--- src/hdl/sled_pkg.sv ---
// ----------------------------------------------------------------------------
// sled_pkg
// Shared types and codes for the status LED pattern driver.
// ----------------------------------------------------------------------------
package sled_pkg;

    // Colour codes
    localparam logic [1:0] COL_OFF   = 2'd0;
    localparam logic [1:0] COL_GREEN = 2'd1;
    localparam logic [1:0] COL_RED   = 2'd2;
    localparam logic [1:0] COL_AMBER = 2'd3;

    // Pattern codes
    localparam logic [2:0] PAT_SOLID  = 3'd0;
    localparam logic [2:0] PAT_SLOW   = 3'd1;
    localparam logic [2:0] PAT_FAST   = 3'd2;
    localparam logic [2:0] PAT_DOUBLE = 3'd3;
    localparam logic [2:0] PAT_ALT    = 3'd4;

    // Status codes
    localparam logic [2:0] ST_FATAL     = 3'd0;
    localparam logic [2:0] ST_FAULT     = 3'd1;
    localparam logic [2:0] ST_NO_FRAMES = 3'd2;
    localparam logic [2:0] ST_STREAMING = 3'd3;
    localparam logic [2:0] ST_READY     = 3'd4;
    localparam logic [2:0] ST_NO_HOST   = 3'd5;
    localparam logic [2:0] ST_BOOT      = 3'd6;

    // Configuration register indexes
    localparam logic [2:0] REG_ACTIVE_HIGH = 3'd0;
    localparam logic [2:0] REG_BLINK_SLOW  = 3'd1;
    localparam logic [2:0] REG_BLINK_FAST  = 3'd2;
    localparam logic [2:0] REG_DBL_PERIOD  = 3'd3;
    localparam logic [2:0] REG_DBL_PULSE   = 3'd4;
    localparam logic [2:0] REG_DBL_GAP     = 3'd5;
    localparam logic [2:0] REG_ALT_SLOT    = 3'd6;
    localparam logic [2:0] REG_BOOT_COLOR  = 3'd7;

    localparam int CFG_IDX_W  = 3;
    localparam int CFG_DATA_W = 16;
    localparam int SLOT_W     = 14;

    typedef struct packed {
        logic [2:0] status_code;
        logic       degraded;
    } in_t;

    typedef struct packed {
        logic       green_pin;
        logic       red_pin;
        logic [1:0] shown_color;
        logic [2:0] shown_pattern;
    } out_t;

    // Divider status towards the top level
    typedef struct packed {
        logic              busy;
        logic              done;
        logic [1:0]        quot_lo;
        logic [SLOT_W-1:0] rem;
    } div_res_t;

endpackage

--- src/hdl/sled_div.sv ---
// ----------------------------------------------------------------------------
// sled_div
// Bit-serial restoring divider: phase / slot, keeps the remainder and the
// two low quotient bits. One quotient bit per cycle.
// ----------------------------------------------------------------------------
module sled_div #(
    parameter int PHASE_BITS = 16
) (
    input  logic                          clk,
    input  logic                          rst_n,
    input  logic                          start,
    input  logic [PHASE_BITS-1:0]         dividend,
    input  logic [sled_pkg::SLOT_W-1:0]   divisor,
    output sled_pkg::div_res_t            res
);

    localparam int CNT_W = $clog2(PHASE_BITS + 1);
    localparam int SW    = sled_pkg::SLOT_W;

    logic              busy_reg, busy_next;
    logic              done_reg, done_next;
    logic [CNT_W-1:0]  cnt_reg, cnt_next;
    logic [PHASE_BITS-1:0] dvd_reg, dvd_next;
    logic [SW-1:0]     rem_reg, rem_next;
    logic [1:0]        quot_reg, quot_next;

    logic [SW:0]       trial;
    logic              ge;
    logic [SW-1:0]     diff;

    assign trial = {rem_reg, dvd_reg[PHASE_BITS-1]};
    assign ge    = trial >= {1'b0, divisor};
    assign diff  = trial[SW-1:0] - divisor;

    always_comb
    begin
        busy_next = busy_reg;
        done_next = 1'b0;
        cnt_next  = cnt_reg;
        dvd_next  = dvd_reg;
        rem_next  = rem_reg;
        quot_next = quot_reg;
        if (start)
        begin
            busy_next = 1'b1;
            cnt_next  = CNT_W'(PHASE_BITS);
            dvd_next  = dividend;
            rem_next  = '0;
            quot_next = '0;
        end
        else if (busy_reg)
        begin
            // shift one dividend bit in, subtract where it fits
            rem_next  = ge ? diff : trial[SW-1:0];
            quot_next = {quot_reg[0], ge};
            dvd_next  = {dvd_reg[PHASE_BITS-2:0], 1'b0};
            cnt_next  = cnt_reg - 1'b1;
            if (cnt_reg == CNT_W'(1))
            begin
                busy_next = 1'b0;
                done_next = 1'b1;
            end
        end
    end

    always_ff @(posedge clk or negedge rst_n)
    begin
        if (!rst_n)
        begin
            busy_reg <= 1'b0;
            done_reg <= 1'b0;
            cnt_reg  <= '0;
        end
        else
        begin
            busy_reg <= busy_next;
            done_reg <= done_next;
            cnt_reg  <= cnt_next;
        end
    end

    always_ff @(posedge clk)
    begin
        dvd_reg  <= dvd_next;
        rem_reg  <= rem_next;
        quot_reg <= quot_next;
    end

    assign res.busy    = busy_reg;
    assign res.done    = done_reg;
    assign res.quot_lo = quot_reg;
    assign res.rem     = rem_reg;

endmodule

--- src/hdl/status_led_pattern_driver.sv ---
// ----------------------------------------------------------------------------
// status_led_pattern_driver
// Maps device status to an LED colour and pattern and drives the pin levels.
// ----------------------------------------------------------------------------
// A tick transfer shows in the output register in the following cycle.
// One tick per cycle when not stalled, set by the single output register.
// After a write to the alternating slot length the input stalls
// while the serial divider rebuilds the slot position.
// Reset: registers take their defaults, all phases clear, output empties.
// ----------------------------------------------------------------------------
module status_led_pattern_driver #(
    parameter int PHASE_BITS = 16
) (
    input  logic                               clk,
    input  logic                               rst_n,
    // tick channel
    input  logic                               in_valid,
    output logic                               in_stall,
    input  sled_pkg::in_t                      in_data,
    // result channel
    output logic                               out_valid,
    input  logic                               out_stall,
    output sled_pkg::out_t                     out_data,
    // configuration write port
    input  logic                               cfg_we,
    input  logic [sled_pkg::CFG_IDX_W-1:0]     cfg_index,
    input  logic [sled_pkg::CFG_DATA_W-1:0]    cfg_data
);

    localparam int SW = sled_pkg::SLOT_W;
    // compare width: wide enough for phases and for every derived bound
    localparam int CW = (PHASE_BITS > 16) ? PHASE_BITS : 16;

    // ------------------------------------------------------------------
    // Configuration registers
    // ------------------------------------------------------------------
    logic          active_high_reg;
    logic [SW-1:0] blink_slow_reg;
    logic [SW-1:0] blink_fast_reg;
    logic [15:0]   dbl_period_reg;
    logic [SW-1:0] dbl_pulse_reg;
    logic [SW-1:0] dbl_gap_reg;
    logic [SW-1:0] alt_slot_reg;
    logic [1:0]    boot_color_reg;

    always_ff @(posedge clk or negedge rst_n)
    begin
        if (!rst_n)
        begin
            active_high_reg <= 1'b1;
            blink_slow_reg  <= SW'(500);
            blink_fast_reg  <= SW'(100);
            dbl_period_reg  <= 16'd1000;
            dbl_pulse_reg   <= SW'(100);
            dbl_gap_reg     <= SW'(100);
            alt_slot_reg    <= SW'(250);
            boot_color_reg  <= 2'd3;
        end
        else if (cfg_we)
        begin
            case (cfg_index)
                sled_pkg::REG_ACTIVE_HIGH: active_high_reg <= cfg_data[0];
                sled_pkg::REG_BLINK_SLOW:  blink_slow_reg  <= cfg_data[SW-1:0];
                sled_pkg::REG_BLINK_FAST:  blink_fast_reg  <= cfg_data[SW-1:0];
                sled_pkg::REG_DBL_PERIOD:  dbl_period_reg  <= cfg_data[15:0];
                sled_pkg::REG_DBL_PULSE:   dbl_pulse_reg   <= cfg_data[SW-1:0];
                sled_pkg::REG_DBL_GAP:     dbl_gap_reg     <= cfg_data[SW-1:0];
                sled_pkg::REG_ALT_SLOT:    alt_slot_reg    <= cfg_data[SW-1:0];
                sled_pkg::REG_BOOT_COLOR:  boot_color_reg  <= cfg_data[1:0];
                default: ;
            endcase
        end
    end

    // Zero blink, period and slot lengths behave as one millisecond
    logic [SW-1:0] slow_eff, fast_eff, slot_eff;
    logic [15:0]   period_eff;

    assign slow_eff   = (blink_slow_reg == '0) ? SW'(1) : blink_slow_reg;
    assign fast_eff   = (blink_fast_reg == '0) ? SW'(1) : blink_fast_reg;
    assign slot_eff   = (alt_slot_reg == '0)   ? SW'(1) : alt_slot_reg;
    assign period_eff = (dbl_period_reg == '0) ? 16'd1 : dbl_period_reg;

    // ------------------------------------------------------------------
    // Phase counters and the alternating slot position
    // ------------------------------------------------------------------
    logic [PHASE_BITS-1:0] slow_ph_reg, fast_ph_reg, dbl_ph_reg, alt_ph_reg;
    logic [PHASE_BITS-1:0] slow_ph_next, fast_ph_next, dbl_ph_next, alt_ph_next;
    // alt phase split as quotient (low two bits) and remainder by the slot
    logic [SW-1:0]         alt_rem_reg, alt_rem_next;
    logic [1:0]            alt_q_reg, alt_q_next;

    logic [PHASE_BITS-1:0] slow_inc, fast_inc, dbl_inc, alt_inc;
    logic [CW-1:0]         slow_mod, fast_mod, dbl_mod, alt_mod;
    logic                  alt_zero;

    // ------------------------------------------------------------------
    // Slot position rebuild after a slot length write
    // ------------------------------------------------------------------
    logic               div_start_reg;
    sled_pkg::div_res_t div_res;

    always_ff @(posedge clk or negedge rst_n)
    begin
        if (!rst_n)
            div_start_reg <= 1'b0;
        else
            div_start_reg <= cfg_we && (cfg_index == sled_pkg::REG_ALT_SLOT);
    end

    sled_div #(
        .PHASE_BITS (PHASE_BITS)
    ) u_div (
        .clk      (clk),
        .rst_n    (rst_n),
        .start    (div_start_reg),
        .dividend (alt_ph_reg),
        .divisor  (slot_eff),
        .res      (div_res)
    );

    // ------------------------------------------------------------------
    // Handshake: hold ticks while the output is full and stalled, or while
    // the slot position is being rebuilt
    // ------------------------------------------------------------------
    logic   out_valid_reg;
    logic   in_xfer;
    logic   out_xfer;

    assign in_stall = (out_valid_reg && out_stall) || div_start_reg
                      || div_res.busy || div_res.done;
    assign in_xfer  = in_valid && !in_stall;
    assign out_xfer = out_valid_reg && !out_stall;

    // ------------------------------------------------------------------
    // Colour and pattern selection
    // ------------------------------------------------------------------
    logic [1:0] col;
    logic [2:0] pat;

    always_comb
    begin
        case (in_data.status_code)
            sled_pkg::ST_FATAL:
            begin
                col = sled_pkg::COL_RED;
                pat = sled_pkg::PAT_FAST;
            end
            sled_pkg::ST_FAULT:
            begin
                col = sled_pkg::COL_RED;
                pat = sled_pkg::PAT_DOUBLE;
            end
            sled_pkg::ST_NO_FRAMES:
            begin
                col = sled_pkg::COL_RED;
                pat = sled_pkg::PAT_SLOW;
            end
            sled_pkg::ST_STREAMING, sled_pkg::ST_READY:
            begin
                col = sled_pkg::COL_GREEN;
                pat = sled_pkg::PAT_SOLID;
            end
            sled_pkg::ST_NO_HOST:
            begin
                col = sled_pkg::COL_AMBER;
                pat = sled_pkg::PAT_ALT;
            end
            sled_pkg::ST_BOOT:
            begin
                col = boot_color_reg;
                pat = sled_pkg::PAT_FAST;
            end
            default:
            begin
                col = sled_pkg::COL_OFF;
                pat = sled_pkg::PAT_SOLID;
            end
        endcase
        // degraded turns green into amber
        if (in_data.degraded && col == sled_pkg::COL_GREEN)
            col = sled_pkg::COL_AMBER;
    end

    // ------------------------------------------------------------------
    // Lit decisions from the phases as they stand at the tick
    // ------------------------------------------------------------------
    logic [15:0] dbl_second, dbl_end;
    logic        slow_lit, fast_lit, dbl_lit, pat_lit;
    logic        g_lit, r_lit;

    assign dbl_second = 16'(dbl_pulse_reg) + 16'(dbl_gap_reg);
    assign dbl_end    = dbl_second + 16'(dbl_pulse_reg);

    assign slow_lit = CW'(slow_ph_reg) < CW'(slow_eff);
    assign fast_lit = CW'(fast_ph_reg) < CW'(fast_eff);
    assign dbl_lit  = (CW'(dbl_ph_reg) < CW'(dbl_pulse_reg))
                      || ((CW'(dbl_ph_reg) >= CW'(dbl_second))
                          && (CW'(dbl_ph_reg) < CW'(dbl_end)));

    always_comb
    begin
        case (pat)
            sled_pkg::PAT_SLOW:   pat_lit = slow_lit;
            sled_pkg::PAT_FAST:   pat_lit = fast_lit;
            sled_pkg::PAT_DOUBLE: pat_lit = dbl_lit;
            default:              pat_lit = 1'b1;
        endcase

        g_lit = 1'b0;
        r_lit = 1'b0;
        case (col)
            sled_pkg::COL_GREEN:
            begin
                // a green double blink or solid shows as steady on
                g_lit = (pat == sled_pkg::PAT_SLOW || pat == sled_pkg::PAT_FAST)
                        ? pat_lit : 1'b1;
            end
            sled_pkg::COL_RED:
            begin
                r_lit = pat_lit;
            end
            sled_pkg::COL_AMBER:
            begin
                if (pat == sled_pkg::PAT_ALT)
                begin
                    // slot one lights both, slot three green only
                    g_lit = alt_q_reg[0];
                    r_lit = (alt_q_reg == 2'd1);
                end
                else
                begin
                    g_lit = pat_lit;
                    r_lit = pat_lit;
                end
            end
            default: ;
        endcase
    end

    // ------------------------------------------------------------------
    // Phase advance: step by one, wrap at the modulus or the phase width
    // ------------------------------------------------------------------
    assign slow_mod = CW'({slow_eff, 1'b0});
    assign fast_mod = CW'({fast_eff, 1'b0});
    assign dbl_mod  = CW'(period_eff);
    assign alt_mod  = CW'({slot_eff, 2'b00});

    assign slow_inc = slow_ph_reg + 1'b1;
    assign fast_inc = fast_ph_reg + 1'b1;
    assign dbl_inc  = dbl_ph_reg + 1'b1;
    assign alt_inc  = alt_ph_reg + 1'b1;

    assign alt_zero = (CW'(alt_inc) >= alt_mod) || (alt_inc == '0);

    always_comb
    begin
        slow_ph_next = slow_ph_reg;
        fast_ph_next = fast_ph_reg;
        dbl_ph_next  = dbl_ph_reg;
        alt_ph_next  = alt_ph_reg;
        alt_rem_next = alt_rem_reg;
        alt_q_next   = alt_q_reg;
        if (div_res.done)
        begin
            // take the rebuilt slot position
            alt_rem_next = div_res.rem;
            alt_q_next   = div_res.quot_lo;
        end
        else if (in_xfer)
        begin
            slow_ph_next = (CW'(slow_inc) >= slow_mod) ? '0 : slow_inc;
            fast_ph_next = (CW'(fast_inc) >= fast_mod) ? '0 : fast_inc;
            dbl_ph_next  = (CW'(dbl_inc) >= dbl_mod)   ? '0 : dbl_inc;
            if (alt_zero)
            begin
                alt_ph_next  = '0;
                alt_rem_next = '0;
                alt_q_next   = '0;
            end
            else
            begin
                alt_ph_next = alt_inc;
                if (alt_rem_reg + 1'b1 == slot_eff)
                begin
                    alt_rem_next = '0;
                    alt_q_next   = alt_q_reg + 1'b1;
                end
                else
                begin
                    alt_rem_next = alt_rem_reg + 1'b1;
                end
            end
        end
    end

    always_ff @(posedge clk or negedge rst_n)
    begin
        if (!rst_n)
        begin
            slow_ph_reg <= '0;
            fast_ph_reg <= '0;
            dbl_ph_reg  <= '0;
            alt_ph_reg  <= '0;
            alt_rem_reg <= '0;
            alt_q_reg   <= '0;
        end
        else
        begin
            slow_ph_reg <= slow_ph_next;
            fast_ph_reg <= fast_ph_next;
            dbl_ph_reg  <= dbl_ph_next;
            alt_ph_reg  <= alt_ph_next;
            alt_rem_reg <= alt_rem_next;
            alt_q_reg   <= alt_q_next;
        end
    end

    // ------------------------------------------------------------------
    // Output register: load on each tick transfer, drop once taken
    // ------------------------------------------------------------------
    logic           out_valid_next;
    sled_pkg::out_t out_data_reg, out_data_next;

    always_comb
    begin
        out_valid_next = out_valid_reg;
        out_data_next  = out_data_reg;
        if (in_xfer)
        begin
            out_valid_next               = 1'b1;
            // apply polarity: active low inverts both pins
            out_data_next.green_pin      = g_lit ^ !active_high_reg;
            out_data_next.red_pin        = r_lit ^ !active_high_reg;
            out_data_next.shown_color    = col;
            out_data_next.shown_pattern  = pat;
        end
        else if (out_xfer)
        begin
            out_valid_next = 1'b0;
        end
    end

    always_ff @(posedge clk or negedge rst_n)
    begin
        if (!rst_n)
            out_valid_reg <= 1'b0;
        else
            out_valid_reg <= out_valid_next;
    end

    always_ff @(posedge clk)
    begin
        out_data_reg <= out_data_next;
    end

    assign out_valid = out_valid_reg;
    assign out_data  = out_data_reg;

endmodule

--- config.mk ---
export PLATFORM = sky130hd
export DESIGN_NAME = status_led_pattern_driver
export DESIGN_NICKNAME = d
export VERILOG_FILES = /design/src/hdl/sled_pkg.sv /design/src/hdl/sled_div.sv /design/src/hdl/status_led_pattern_driver.sv
export SDC_FILE = /design/constraint.sdc
export NUM_CORES = 1
export LEC_CHECK = 0
export BUFFER_PORTS_ARGS = -buffer_cell sky130_fd_sc_hd__clkbuf_2
export CORE_ASPECT_RATIO = 0.7
export CORE_MARGIN = 2
export CORE_UTILIZATION = 45
export CTS_CLUSTER_SIZE = 10
export DETAILED_ROUTE_END_ITERATION = 8
export PLACE_DENSITY = 0.65
export SLEW_MARGIN = 25
export SYNTH_ARGS = -nofsm -noshare
export SYNTH_HDL_FRONTEND = slang
export SYNTH_HIERARCHICAL = 1
export SYNTH_SLANG_ARGS = --single-unit
--- constraint.sdc ---
create_clock -name clk -period 8.7 [get_ports clk]
set_clock_uncertainty 0.05 [all_clocks]
set_input_delay 0.435 -clock clk [delete_from_list [all_inputs] [get_ports clk]]
set_output_delay 0.435 -clock clk [all_outputs]
set_load 0.02 [all_outputs]
Yosys cells after proc, flatten, opt, wreduce, memory -nomap -nowiden
Index checks and enable logic that the tools add are counted.
{ "word_totals": {"reg_bits": 217, "elab_cells": 150, "output_inout_bits": 9, "in_bits": 28} }
{ "op_classes": {"eq_ne": 24, "n_lt_le_gt_ge": 10, "muxes": 38, "addsub": 10, "n_reduce_logical": 39, "bitwise": 3} }
{ "ops": {"columns": ["op", "count"], "rows": [
  ["two-way mux 14 bit", 8],
  ["two-way mux 16 bit", 7],
  ["adder 16 x 1 -> 16 bit (second input constant)", 4],
  ["greater-or-equal comparator 16 x 15 -> 1 bit", 3],
  ["< comparator 16 x 14 -> 1 bit", 3],
  ["zero test 14 bit", 3],
  ["greater-or-equal comparator 16 bit", 2],
  ["zero test 16 bit", 2],
  ["== test 3 bit (second input constant)", 8],
  ["AND reduction 2 bit", 10],
  ["== test 3 x 2 -> 1 bit (second input constant)", 6],
  ["adder 15 x 14 -> 16 bit", 1],
  ["< comparator 16 bit", 1],
  ["adder 14 x 14 -> 15 bit", 1],
  ["greater-or-equal comparator 15 x 14 -> 1 bit", 1],
  ["adder 14 x 1 -> 14 bit (second input constant)", 1],
  ["== test 14 bit", 1],
  ["subtractor 14 bit", 1],
  ["case mux 3 bit (4 select lines)", 1],
  ["two-way mux 1 bit", 11],
  ["two-way mux 2 bit", 5],
  ["two-way mux 5 bit", 2],
  ["== test 3 x 1 -> 1 bit (second input constant)", 3],
  ["case mux 2 bit (4 select lines)", 1],
  ["17 further kinds", 38]
]} }

Longest topological paths before layout
Gate-level depths: netlist (run 1).
{ "logic_depth": {"word_depth": 9, "mapped_depth": 24, "ltp_nobuf": 24} }

By module
The synthesis (run 1) kept the hierarchy.
{ "by_module_without_submodules": {"columns": ["mod", "n_inst", "area_per_inst_um2", "cells_each"], "rows": [
  ["status_led_pattern_driver", 1, 13316.5, 1502],
  ["sled_div", 1, 2476.1, 239]
]} }

Least setup slack after synthesis (run 1)
OpenSTA, ideal clock, no wires.
{ "synth_timing": {"path_type": "reg2reg", "from": "reg dbl_pulse_reg[0]", "to": "reg out_data_reg (netlist bit out_data[5]), data pin", "arrival_time_ns": 4.529, "stages_incl_launch_ff": 25, "path_buffers": 0, "setup_ns": 0.258, "path_slack_ns": 3.864, "synth_period_minus_slack_ns": 4.836, "cell_sequence": "dfrtp_1 -> ha_1 -> fa_1 -> a21oi_1 -> o211a_1 -> nor2_1 -> a21oi_1 -> xnor2_1 -> ha_1 -> a21oi_1 -> nor2_1 -> a211oi_1 -> o31ai_1 -> a21oi_1 -> nor2b_1 -> o21a_1 -> or2_2 -> ha_1 -> nand4_1 -> o2111ai_1 -> a21oi_1 -> o211a_1 -> nor4_1 -> nor2_1 -> xnor2_1"} }
{ "synth_between": {"elab_chain_cells": 9} }
{ "synth_rtl": {"columns": ["item", "line_no", "source"], "rows": [
  ["from (decl)", "status_led_pattern_driver.sv:41", "logic [SW-1:0] dbl_pulse_reg;"],
  ["from (signal assigned)", "status_led_pattern_driver.sv:66", "sled_pkg::REG_DBL_PULSE: dbl_pulse_reg <= cfg_data[SW-1:0];"],
  ["adder 14 x 14 -> 15 bit", "status_led_pattern_driver.sv:192", "assign dbl_second = 16'(dbl_pulse_reg) + 16'(dbl_gap_reg);"],
  ["adder 15 x 14 -> 16 bit", "status_led_pattern_driver.sv:193", "assign dbl_end = dbl_second + 16'(dbl_pulse_reg);"],
  ["< comparator 16 bit", "status_led_pattern_driver.sv:199", "&& (CW'(dbl_ph_reg) < CW'(dbl_end)));"],
  ["logical AND 1 bit", "status_led_pattern_driver.sv:199", null],
  ["logical OR 1 bit (*)", "status_led_pattern_driver.sv:198", "|| ((CW'(dbl_ph_reg) >= CW'(dbl_second))"],
  ["case mux 1 bit (3 select lines) (*)", "status_led_pattern_driver.sv:203", "case (pat)"],
  ["two-way mux 1 bit", "status_led_pattern_driver.sv:225", "if (pat == sled_pkg::PAT_ALT)"],
  ["case mux 1 bit (2 select lines) (*)", "status_led_pattern_driver.sv:212", "case (col)"],
  ["bitwise XOR 1 bit (*)", "status_led_pattern_driver.sv:334", "out_data_next.red_pin = r_lit ^ !active_high_reg;"],
  ["to (signal assigned)", "status_led_pattern_driver.sv:354", "out_data_reg <= out_data_next;"],
  ["to (decl)", "status_led_pattern_driver.sv:323", "sled_pkg::out_t out_data_reg, out_data_next;"]
]} }
Every way passes the cells marked *; elsewhere a longest branch is shown, timed or not.
A chain may end at the register's enable or synchronous reset.

Worst setup path in the final report (run 1)
{ "layout_timing": {"from": "reg dbl_pulse_reg[0]", "to": "reg out_data_reg (netlist bit out_data[6]), data pin"} }
{ "layout_between": {"elab_chain_cells": 9} }
{ "layout_rtl": {"columns": ["item", "line_no", "source"], "rows": [
  ["adder 14 x 14 -> 15 bit", "status_led_pattern_driver.sv:192", null],
  ["adder 15 x 14 -> 16 bit", "status_led_pattern_driver.sv:193", null],
  ["< comparator 16 bit", "status_led_pattern_driver.sv:199", null],
  ["logical AND 1 bit", "status_led_pattern_driver.sv:199", null],
  ["logical OR 1 bit (*)", "status_led_pattern_driver.sv:198", null],
  ["case mux 1 bit (3 select lines) (*)", "status_led_pattern_driver.sv:203", null],
  ["two-way mux 1 bit (on tied branches)", "status_led_pattern_driver.sv:225, status_led_pattern_driver.sv:217", null],
  ["case mux 1 bit (2 select lines) (*)", "status_led_pattern_driver.sv:212", null],
  ["bitwise XOR 1 bit (*)", "status_led_pattern_driver.sv:333", "out_data_next.green_pin = g_lit ^ !active_high_reg;"]
]} }
Marked as above.

==> results summary, run 1 <==
The register bit total from synthesis came out at about 220. The critical path starts at dbl_pulse_reg[0]$_DFFE_PN0P_. In this run the critical register-to-register path is launched from dbl_pulse_reg[0]$_DFFE_PN0P_. Routability-driven placement finished with a final weighted congestion of between 0.8 and 0.9. Clock-pin slew was measured on the worst setup and hold paths at 0.06 ns. Dividing the final minimum period by the clock period gives 62.6%.

Global routing finished with a remaining overflow of 0. After global routing, the most crowded layer is met1. The number of cells on the worst reg-to-reg path is 24.

The number of nets in the synthesized netlist is 1,952. The die area is between 30,000 and 40,000 sq um. The count of port buffers added during placement came out at 36.

The final critical delay including setup and external delays came out at 5.44 ns. The flow ran to the end, and the final reports show no timing, DRC or antenna violations. The number of maximum-capacitance constraint violations is 0.

For this run, the top clock speed supported by timing is 0.184 GHz. The root buffer selected by CTS is sky130_fd_sc_hd__clkbuf_16. The global-route met1 utilization is between 30% and 40%. In the global route stage, met2 resource usage came out at 32.2%. The setup path with the least slack is of type register to register. The total number of vias came out at 12,723. The proportion of netlist area held by the largest area contributor came out at 23.5%. The maximum number of pins on one net before global-route repair is 120. The total power came out at between 0.005 and 0.006 W. Global routing used about 3.2% of the available met3 tracks. Setup violations remaining at the end of the flow were counted as 0. The final wirelength came out at 40.4 mm. The total instance count after detailed placement came out at 2,190.

STA classifies the critical path startpoint as a register. The clock insertion delay at the later pin of the skew report came out at 0.56 ns. For flop-to-flop paths, the worst setup slack is 3.26 ns. In the synthesized netlist the dominant register cell turns out to be sky130_fd_sc_hd__dfrtp_1. The arrival time at the worst endpoint is approximately 5.7 ns. After synthesis, the mean cell area works out to slightly above 9 sq um. The number of placement rows is 57. The starting utilization of the core area is 45.6%.

The x dimension of the die came out at about 230 um. The via count of the first global-routing pass is 12,146. The number of antenna violations at the first check in global routing is 0. In the final timing run, aggregate negative setup slack is 0 ns. The layout net count came out at slightly below 2,000. The final cell utilization of the core is 49.5%. In the post-route analysis, the smallest setup slack over all paths is 3.26 ns.

The combined area of all synthesized cells is roughly 16,000 sq um. The worst setup path is captured at a register. The total half-perimeter wirelength after legalization and detailed placement is a little under 30 mm. The post-route non-filler standard cell count came out at 2,239. The y dimension of the die is approximately 160 um. The clock tree buffer depth is 3. During synthesis, Yosys emitted a total of 6 warnings.

Headroom to the max-slew limit came out at 38.7%. The post-route netlist has 11.7% of its cells at a drive strength greater than 1. The count of TritonRoute iterations in the first routing pass came out at 5.

The detail-routed via count per cell came out at 5.68. Setup repair after global routing left no endpoint under its margin. The critical path ends at out_data[6]$_DFFE_PP_. The number of top-level pins came out at 37. The post-synthesis cell count is roughly 1,700. The static leakage power is 8.01 nW. TritonCTS built the clock tree. The total DRC errors in the routed layout came out at 0. At the pin with the least slew margin, the transition time is 0.913 ns.

In the global route stage, overall resource usage came out at 22.2%. Sorting the synthesized cells by area gives the leading types as sky130_fd_sc_hd__dfrtp_1 23%, sky130_fd_sc_hd__ha_1 14%, sky130_fd_sc_hd__o21ai_0 5.0%. The min-delay analysis places its worst path in the category input port to register. The cell type contributing the most total cell area after synthesis is sky130_fd_sc_hd__dfrtp_1. The fraction of registers with async set/reset came out at between 80% and 90%. The core region is 34,700 sq um. The sequential fraction of the synthesis area came out at 34.8%.

The worst setup timing slack at the placement stage came out at about 3.3 ns. The number of clock sinks came out at 217. The capture instance of the worst register-to-register path is out_data[6]$_DFFE_PP_.

The distinct cell type count of the synthesized netlist came out at 100. The cell area power density came out at a little over 300 nW/um^2. The number of buffers created by CTS is 26.

The antenna diode instance count is 0. The global-route wire length before repair is approximately 66 mm. The final antenna-violating net count came out at 0. The number of failing hold endpoints at the final stage came to 0. In this run the number of H-tree levels came out at 1. In this run the worst path has a maximum fanout of 5. In the final routed layout, each cell accounts on average for between 15 and 20 um. The first-iteration detailed-routing DRC count is 1,065.

The peak supply drop is ~180 uV. The layout overhead on the synthesized area came out at 8.64%. The critical path data required time came out at 8.97 ns. The number of max-slew violations in the final report came out at 0. The count of flip-flops with a built-in enable after synthesis came out at 23.
## Yosys cell counts, types with 8 or more instances
| library cell | count |
|---|---|
| sky130_fd_sc_hd__nand2_1 | 212 |
| sky130_fd_sc_hd__ha_1 | 180 |
| sky130_fd_sc_hd__dfstp_2 | 30 |
| sky130_fd_sc_hd__inv_1 | 153 |
| sky130_fd_sc_hd__o21ai_1 | 9 |
| sky130_fd_sc_hd__or3_1 | 9 |
| sky130_fd_sc_hd__a211oi_1 | 16 |
| sky130_fd_sc_hd__o211ai_1 | 10 |
| sky130_fd_sc_hd__o21ai_0 | 159 |
| sky130_fd_sc_hd__o31ai_1 | 8 |
| sky130_fd_sc_hd__nor4_1 | 25 |
| sky130_fd_sc_hd__xnor2_1 | 72 |
| sky130_fd_sc_hd__nand2b_1 | 18 |
| sky130_fd_sc_hd__nor3_1 | 40 |
| sky130_fd_sc_hd__a22o_1 | 8 |
| sky130_fd_sc_hd__edfxtp_1 | 23 |
| sky130_fd_sc_hd__dfxtp_1 | 16 |
| sky130_fd_sc_hd__mux2i_1 | 15 |
| sky130_fd_sc_hd__a31oi_1 | 9 |
| sky130_fd_sc_hd__clkbuf_1 | 50 |
| sky130_fd_sc_hd__nor2_1 | 73 |
| sky130_fd_sc_hd__xor2_1 | 46 |
| sky130_fd_sc_hd__dfrtp_1 | 148 |
| sky130_fd_sc_hd__a22oi_1 | 8 |
| sky130_fd_sc_hd__o21a_1 | 12 |
| sky130_fd_sc_hd__nand3_1 | 44 |
| sky130_fd_sc_hd__a21oi_1 | 58 |
| sky130_fd_sc_hd__mux2_2 | 52 |
| sky130_fd_sc_hd__nand4_1 | 16 |
| sky130_fd_sc_hd__nor2b_1 | 12 |
| sky130_fd_sc_hd__and3_1 | 22 |
| sky130_fd_sc_hd__a21o_1 | 31 |
## report_power, final
| part | internal, W | leakage [nW] | switching [W] |
|---|---|---|---|
| Sequential | 0.00134 | 2.55 | 0.000308 |
| Combinational | 0.00115 | 5.09 | 0.00146 |
| Clock | 0.000577 | 0.370 | 0.000445 |
## logic make-up (layout without fill, tap and decap cells)
kind of cell / after synthesis / in the layout / share of synthesized area (%)
mux: 68 / 68 / 4.75
compound gates: 399 / 399 / 16.4
flops: 217 / 217 / 34.8
xor+xnor: 119 / 119 / 6.65
fa+ha+maj: 183 / 183 / 14.6
simple gates: 532 / 532 / 17.0
buf+inv: 223 / 249 / 5.68
## through the flow
step,area (sq um),hold slack [ns]
floorplan,15800,0.0894
global placement,16300,0.420
detailed placement,16300,0.428
CTS,17100,0.0181
global route,17200,0.0469
finish,17200,0.0368
## how the worst min path moves through the flow
stage / startpoint / to / slack (ns) / depth (start not counted)
after floorplan: rst_n / alt_ph_reg[0]$_DFFE_PN0P_ / 0.09 / 0
after global placement: u_div/quot_reg[1]$_SDFFE_PP0P_ / alt_q_reg[1]$_DFFE_PN0P_ / 0.42 / 2
after detailed placement: u_div/quot_reg[1]$_SDFFE_PP0P_ / alt_q_reg[1]$_DFFE_PN0P_ / 0.43 / 2
after CTS: rst_n / alt_ph_reg[14]$_DFFE_PN0P_ / 0.02 / 1
after global routing: out_stall / out_valid$_DFFE_PN0P_ / 0.05 / 3
final: out_stall / out_valid$_DFFE_PN0P_ / 0.04 / 3
## worst max-delay path, stage by stage, from the launching register on
cell and delay [ns]:
sky130_fd_sc_hd__dfrtp_1 0.42, sky130_fd_sc_hd__ha_1 0.25, sky130_fd_sc_hd__fa_1 0.40, sky130_fd_sc_hd__a21oi_1 0.31, sky130_fd_sc_hd__o211a_1 0.25, sky130_fd_sc_hd__nor2_1 0.06, sky130_fd_sc_hd__a21oi_1 0.19, sky130_fd_sc_hd__xnor2_1 0.19
sky130_fd_sc_hd__ha_1 0.30, sky130_fd_sc_hd__a21oi_1 0.21, sky130_fd_sc_hd__nor2_1 0.07, sky130_fd_sc_hd__a211oi_1 0.22, sky130_fd_sc_hd__o31ai_1 0.14, sky130_fd_sc_hd__a21oi_1 0.17, sky130_fd_sc_hd__nor2b_1 0.07, sky130_fd_sc_hd__o21a_1 0.18
sky130_fd_sc_hd__or2_2 0.30, sky130_fd_sc_hd__ha_1 0.29, sky130_fd_sc_hd__nand4_1 0.11, sky130_fd_sc_hd__o2111ai_1 0.21, sky130_fd_sc_hd__a21oi_1 0.06, sky130_fd_sc_hd__o211a_1 0.14, sky130_fd_sc_hd__nor4_1 0.35, sky130_fd_sc_hd__nor2_1 0.11
sky130_fd_sc_hd__xnor2_1 0.13
## timing repair
item / 4_1_cts / 5_1_grt
resized for setup: 0 / 0
setup buffers: 0 / 0
hold endpoints to repair: 0 / 32
hold buffers: 0 / 1
setup endpoints to repair: 0 / 0
## final cells by class
class | instances | area [sq um]
Tap cell | 472 | 591
Sequential cell | 217 | 5500
Fill cell | 3351 | 17500
Multi-Input combinational cell | 1301 | 9410
Clock inverter | 2 | 35.0
Clock buffer | 45 | 742
Inverter | 155 | 582
Timing Repair Buffer | 47 | 295
## cells in the final DEF (no fill, tap or decap), drive strengths merged, types with 6 or more instances in the layout
| cell | n |
|---|---|
| or3 | 11 |
| nor2 | 73 |
| buf | 11 |
| ha | 180 |
| inv | 154 |
| dfxtp | 16 |
| nand2 | 212 |
| xor2 | 46 |
| a22oi | 8 |
| nor3b | 6 |
| a21o | 31 |
| clkbuf | 80 |
| nor2b | 12 |
| nand2b | 18 |
| xnor2 | 73 |
| and4 | 6 |
| mux2i | 15 |
| nand3 | 46 |
| o21ai | 170 |
| and2 | 6 |
| nor4 | 27 |
| mux2 | 53 |
| o211ai | 11 |
| o21a | 12 |
| or2 | 8 |
| a31oi | 9 |
| dfstp | 30 |
| a2111oi | 9 |
| dfrtp | 148 |
| nand4b | 6 |
| a22o | 8 |
| nand4 | 18 |
| nor3 | 42 |
| o31ai | 9 |
| a211oi | 17 |
| and3 | 23 |
| a21oi | 58 |
| edfxtp | 23 |
## routing by layer
layer	part of all wire (%)	wire length (um)	up-vias
met5	0	0	-
li1	-	-	6220
met2	41	16400	275
met4	1.6	634	0
met3	5.4	2190	45
met1	52	21200	6183
No activity file was read; power rests on OpenSTA's default activity.
==> inputs of run 2 (changes only) <==
--- a/config.mk
+++ b/config.mk
@@ -5,6 +5,7 @@
 export SDC_FILE = /design/constraint.sdc
 export NUM_CORES = 1
 export LEC_CHECK = 0
+export ABC_AREA = 1
 export BUFFER_PORTS_ARGS = -buffer_cell sky130_fd_sc_hd__clkbuf_2
 export CORE_ASPECT_RATIO = 0.7
 export CORE_MARGIN = 2
==> constraint.sdc (replaced) <==
create_clock -name clk -period 5.2 [get_ports clk]
set_clock_uncertainty 0.05 [all_clocks]
set_input_delay 0.26 -clock clk [delete_from_list [all_inputs] [get_ports clk]]
set_output_delay 0.26 -clock clk [all_outputs]
set_load 0.02 [all_outputs]
==> run 2 against run 1 <==
  * Routed wire length is 4.9% higher
  * Core utilization increased by 1.1 points
  * Global-route usage rose by 0.95 points
  * Clock power up 75%
  * Worst setup slack worse by 2.9 ns
  * Critical path type unchanged
  * Critical endpoint unchanged
  * Largest cell class unchanged
==> results summary, run 2 <==
The internal portion of total power is 0.00490 W (+60%). The x dimension of the die is 230 um (+0.81%). The CTS H-tree depth is 1 (unchanged). The average wire per standard cell came out at 15.9 um (-12%). The layout net count is 2,392 (+22%).

The fraction of registers with async set/reset came out at 82.0% (unchanged). The global route total overflow is 0 (unchanged). The number of buffer and inverter instances along the worst setup path is 0 (unchanged). The cell with the most instances after synthesis is sky130_fd_sc_hd__nand2_1. Ranked by instance count, the synthesized netlist is headed by 579 x sky130_fd_sc_hd__nand2_1, 332 x sky130_fd_sc_hd__inv_1, 180 x sky130_fd_sc_hd__ha_1, 176 x sky130_fd_sc_hd__o21ai_0, 148 x sky130_fd_sc_hd__dfrtp_1. The tree is rooted in a sky130_fd_sc_hd__clkbuf_16.

The antenna diode instance count came to 0 (unchanged). By startpoint and endpoint, the worst setup path is classified as register to register. The clock transition at the register clock pins on the worst setup and hold paths after CTS came out at 0.06 ns (about the same).

The most prevalent standard cell on the critical path is sky130_fd_sc_hd__nand2_1. Sorting the synthesized cells by area gives the leading types as sky130_fd_sc_hd__dfrtp_1 23%, sky130_fd_sc_hd__ha_1 14%, sky130_fd_sc_hd__nand2_1 14%. The upper clock frequency limit came out at 0.206 GHz (+12%). The number of failing hold endpoints at the final stage came out at 0 (unchanged). The total half-perimeter wirelength after legalization and detailed placement came out at 32.5 mm (+9.8%). The weighted congestion at the end of routability-driven global placement is 0.917 (+3.6%).

The worst-case hold slack is 0.0423 ns (+0.00551 ns). The sequential fraction of the synthesis area came out at 34.3% (-0.57 points). The total of endpoints with negative setup slack in the final report is 0 (unchanged). The element type at the critical path start is a register. The flow ran to the end, and the final reports show no timing, DRC or antenna violations. The total DRC errors in the routed layout came out at 0 (unchanged). The number of max-slew violations in the final report came out at 0 (unchanged).

The proportion of netlist area held by the largest area contributor came to 23.1% (-0.38 points). The register bit total from synthesis came out at 217 (unchanged). The register share of total power came out at 30.5% (-0.6 points).

The arrival time at the worst endpoint is 5.11 ns (-0.60 ns). The count of TritonRoute iterations in the first routing pass was 5 (unchanged). The first-iteration detailed-routing DRC count is 1,152 (+8.2%). In the layout the commonest cells are 578 x sky130_fd_sc_hd__nand2_1, 332 x sky130_fd_sc_hd__inv_1, 180 x sky130_fd_sc_hd__ha_1. The proportion of total power due to net switching was 44.2% (+2.3 points).

The per-instance average area after synthesis is 7.49 sq um (-17%). sky130_fd_sc_hd__dfrtp_1 takes more of the synthesized area than any other cell. The layout overhead on the synthesized area came out at 10.2%. The transition time at the pin with the least slew margin came to 0.994 ns (+0.0807 ns). The portion of total power attributed to combinational logic came out at 49.2% (-0.3 points). The y dimension of the die came out at 162 um (+0.81%).

The final wirelength came to 42.4 mm (+4.9%). The net switching power came out at 0.00389 W (+76%). The starting utilization of the core area is 45.9% (+0.38 points). The number of maximum-capacitance constraint violations came out at 0 (unchanged). The critical path data required time came to 5.46 ns (-3.51 ns). The static leakage power is 9.18 nW (+15%). The ratio of final minimum period to clock period came out at 93.4% (+31 points).

The core region area is 34,900 sq um (+0.82%). The critical path's top delay family is compound AO/OA/AOI/OAI gates. The peak supply drop came out at 253 uV (+37%).

The clock tree buffer depth came out at 3 (unchanged). The final antenna-violating net count is 0 (unchanged). The share of layout cells above drive strength 1 came out at 8.22% (-3.4 points). The number of antenna violations at the first check in global routing came to 3 (+3). The number of top-level pins came out at 37 (unchanged). The number of placement rows is 57 (unchanged). The worst setup path is captured at a register.

The net count of the mapped netlist came out at 2,356 (+21%). The number of clock sinks was 217 (unchanged). The maximum number of pins on one net before global-route repair came out at 91 (-24%).

The total number of yosys warnings came out at 6 (unchanged). TritonCTS built the clock tree. The final critical delay including setup and external delays is 4.85 ns (-0.590 ns). The total number of vias is 13,923 (+9.4%). The post-synthesis cell count is 2,145 (+23%). The worst hold path belongs to the class input port to register. The combined area of all synthesized cells came to 16,100 sq um (+1.7%). The clock insertion delay at the later pin of the skew report came out at 0.55 ns (about the same). The distinct cell type count of the synthesized netlist is 61 (-39%). The via count of the first global-routing pass is 13,098 (+7.8%). The count of port buffers added during placement was 36 (unchanged).

The share of total power in the clock network came out at 20.3% (+0.9 points). The die area is 37,200 sq um (+1.6%). The global-route wire length before repair came out at 69.4 mm (+5.2%). The maximum fanout encountered on the critical timing path was 4 (-1).

The final cell utilization of the core is 50.6% (+1.1 points). The number of buffers created by CTS is 26 (unchanged). The detail-routed via count per cell is 5.21 (-8.3%). The count of flip-flops with a built-in enable after synthesis came out at 23 (unchanged). The total track usage came to 23.1% (+0.95 points). In the synthesized netlist the dominant register cell turns out to be sky130_fd_sc_hd__dfrtp_1. The cell area power density is 497 nW/um^2 (+61%). The max-slew headroom at the worst pin is 33.6% (-5.1 points). The worst stage delay on the critical path is 0.56 ns (+0.14 ns). Leaving out fill and tap cells, the most frequent cell in the layout is sky130_fd_sc_hd__nand2_1. Among all stages on the critical path, the largest delay is contributed by sky130_fd_sc_hd__dfstp_2.
[run 2: cell count changes in the layout (fill, tap and decap cells not counted), sizes merged, moves of 20 or more]
cell	previous run	this run
nor2	73	106
a21oi	58	93
and3	23	3
xnor2	73	14
mux2	53	0
inv	154	340
nand2	212	588
a21o	31	4
nor4	27	6
nand3	46	112
o21ai	170	191
nand4	18	44
xor2	46	76
[run 2: cell type report]
class | count | area (sq um)
timing repair buffer | 68 | 474
clock inverter | 1 | 30.0
fill | 3427 | 17300
tap | 472 | 591
clock buffer | 47 | 781
multi-input combinational | 1525 | 9020
sequential | 217 | 5500
inverter | 343 | 1290
[run 2: logic make-up after synthesis]
kind of cell	count (synthesis)	synth area share, %
AO/OA/AOI/OAI	348	11.8
XOR/XNOR	90	4.96
adder cells (fa/ha/maj)	183	14.4
buffers and inverters	403	9.82
flip-flops	217	34.3
AND/OR/NAND/NOR	904	24.7
[run 2: path summary, 6_finish.rpt]
kind / startpoint / end / slack, ns / cells after the start
min reg2reg: u_div/quot_reg[1]$_SDFFE_PP0P_ / u_div/quot_reg[1]$_SDFFE_PP0P_ / 0.41 / 2
min in group asynchronous: rst_n / slow_ph_reg[12]$_DFFE_PN0P_ / 0.27 / 2
max in group asynchronous: rst_n / alt_rem_reg[12]$_DFFE_PN0P_ / 3.61 / 3
max reg2reg: dbl_pulse_reg[2]$_DFFE_PN1P_ / out_data[6]$_DFFE_PP_ / 0.35 / 30
min: cfg_index[2] / active_high_reg$_DFFE_PN1P_ / 0.04 / 4
max: dbl_pulse_reg[2]$_DFFE_PN1P_ / out_data[6]$_DFFE_PP_ / 0.35 / 30
[run 2: routing by layer]
metal | global-route usage, % | part of all wire, % | vias to the layer above | routed length [um]
met5 | 0 | 0 | - | 0
met4 | 3.64 | 1.3 | 0 | 561
met3 | 3.11 | 5.3 | 38 | 2230
met2 | 34.2 | 41 | 322 | 17200
met1 | 36.2 | 53 | 6521 | 22400
li1 | - | - | 7042 | -
[run 2: through the flow]
stage               power (W)  worst slack (ns)  std cells  TNS (ns)  cell area [sq um]
floorplan             0.00585             0.716       2145         0              16100
global placement      0.00672             0.169       2601         0              16600
detailed placement    0.00686            0.0196       2601         0              16600
CTS                   0.00870             0.117       2667         0              17600
global route          0.00962           -0.0467       2673   -0.0467              17700
finish                0.00879             0.345       2673         0              17700
[run 2: power groups by stage]
stage                     logic (W)  clock network, W  registers [W]
after global placement      0.00404                 0        0.00268
final                       0.00433           0.00178        0.00268
after global routing        0.00498           0.00190        0.00275
after detailed placement    0.00416                 0        0.00270
after floorplan             0.00328                 0        0.00257
after CTS                   0.00420           0.00182        0.00267
[run 2: worst register-to-register path: cells and delay by family, from the launching register on]
| family | cells | cell delay, ns |
|---|---|---|
| AOI/OAI and AO/OA | 10 | 1.48 |
| and+or+nand+nor | 15 | 1.30 |
| adders and majority gates | 3 | 0.88 |
| DFF | 1 | 0.56 |
| xor gates and xnor gates | 2 | 0.30 |
[run 2: repair_timing]
item / 4_1_cts / 5_1_grt
pin swaps: 0 / 8
endpoints found under the hold margin: 89 / 0
resized for setup: 1 / 16
endpoints found under the setup margin: 1 / 2
setup buffers: 0 / 6
hold buffers: 18 / 0
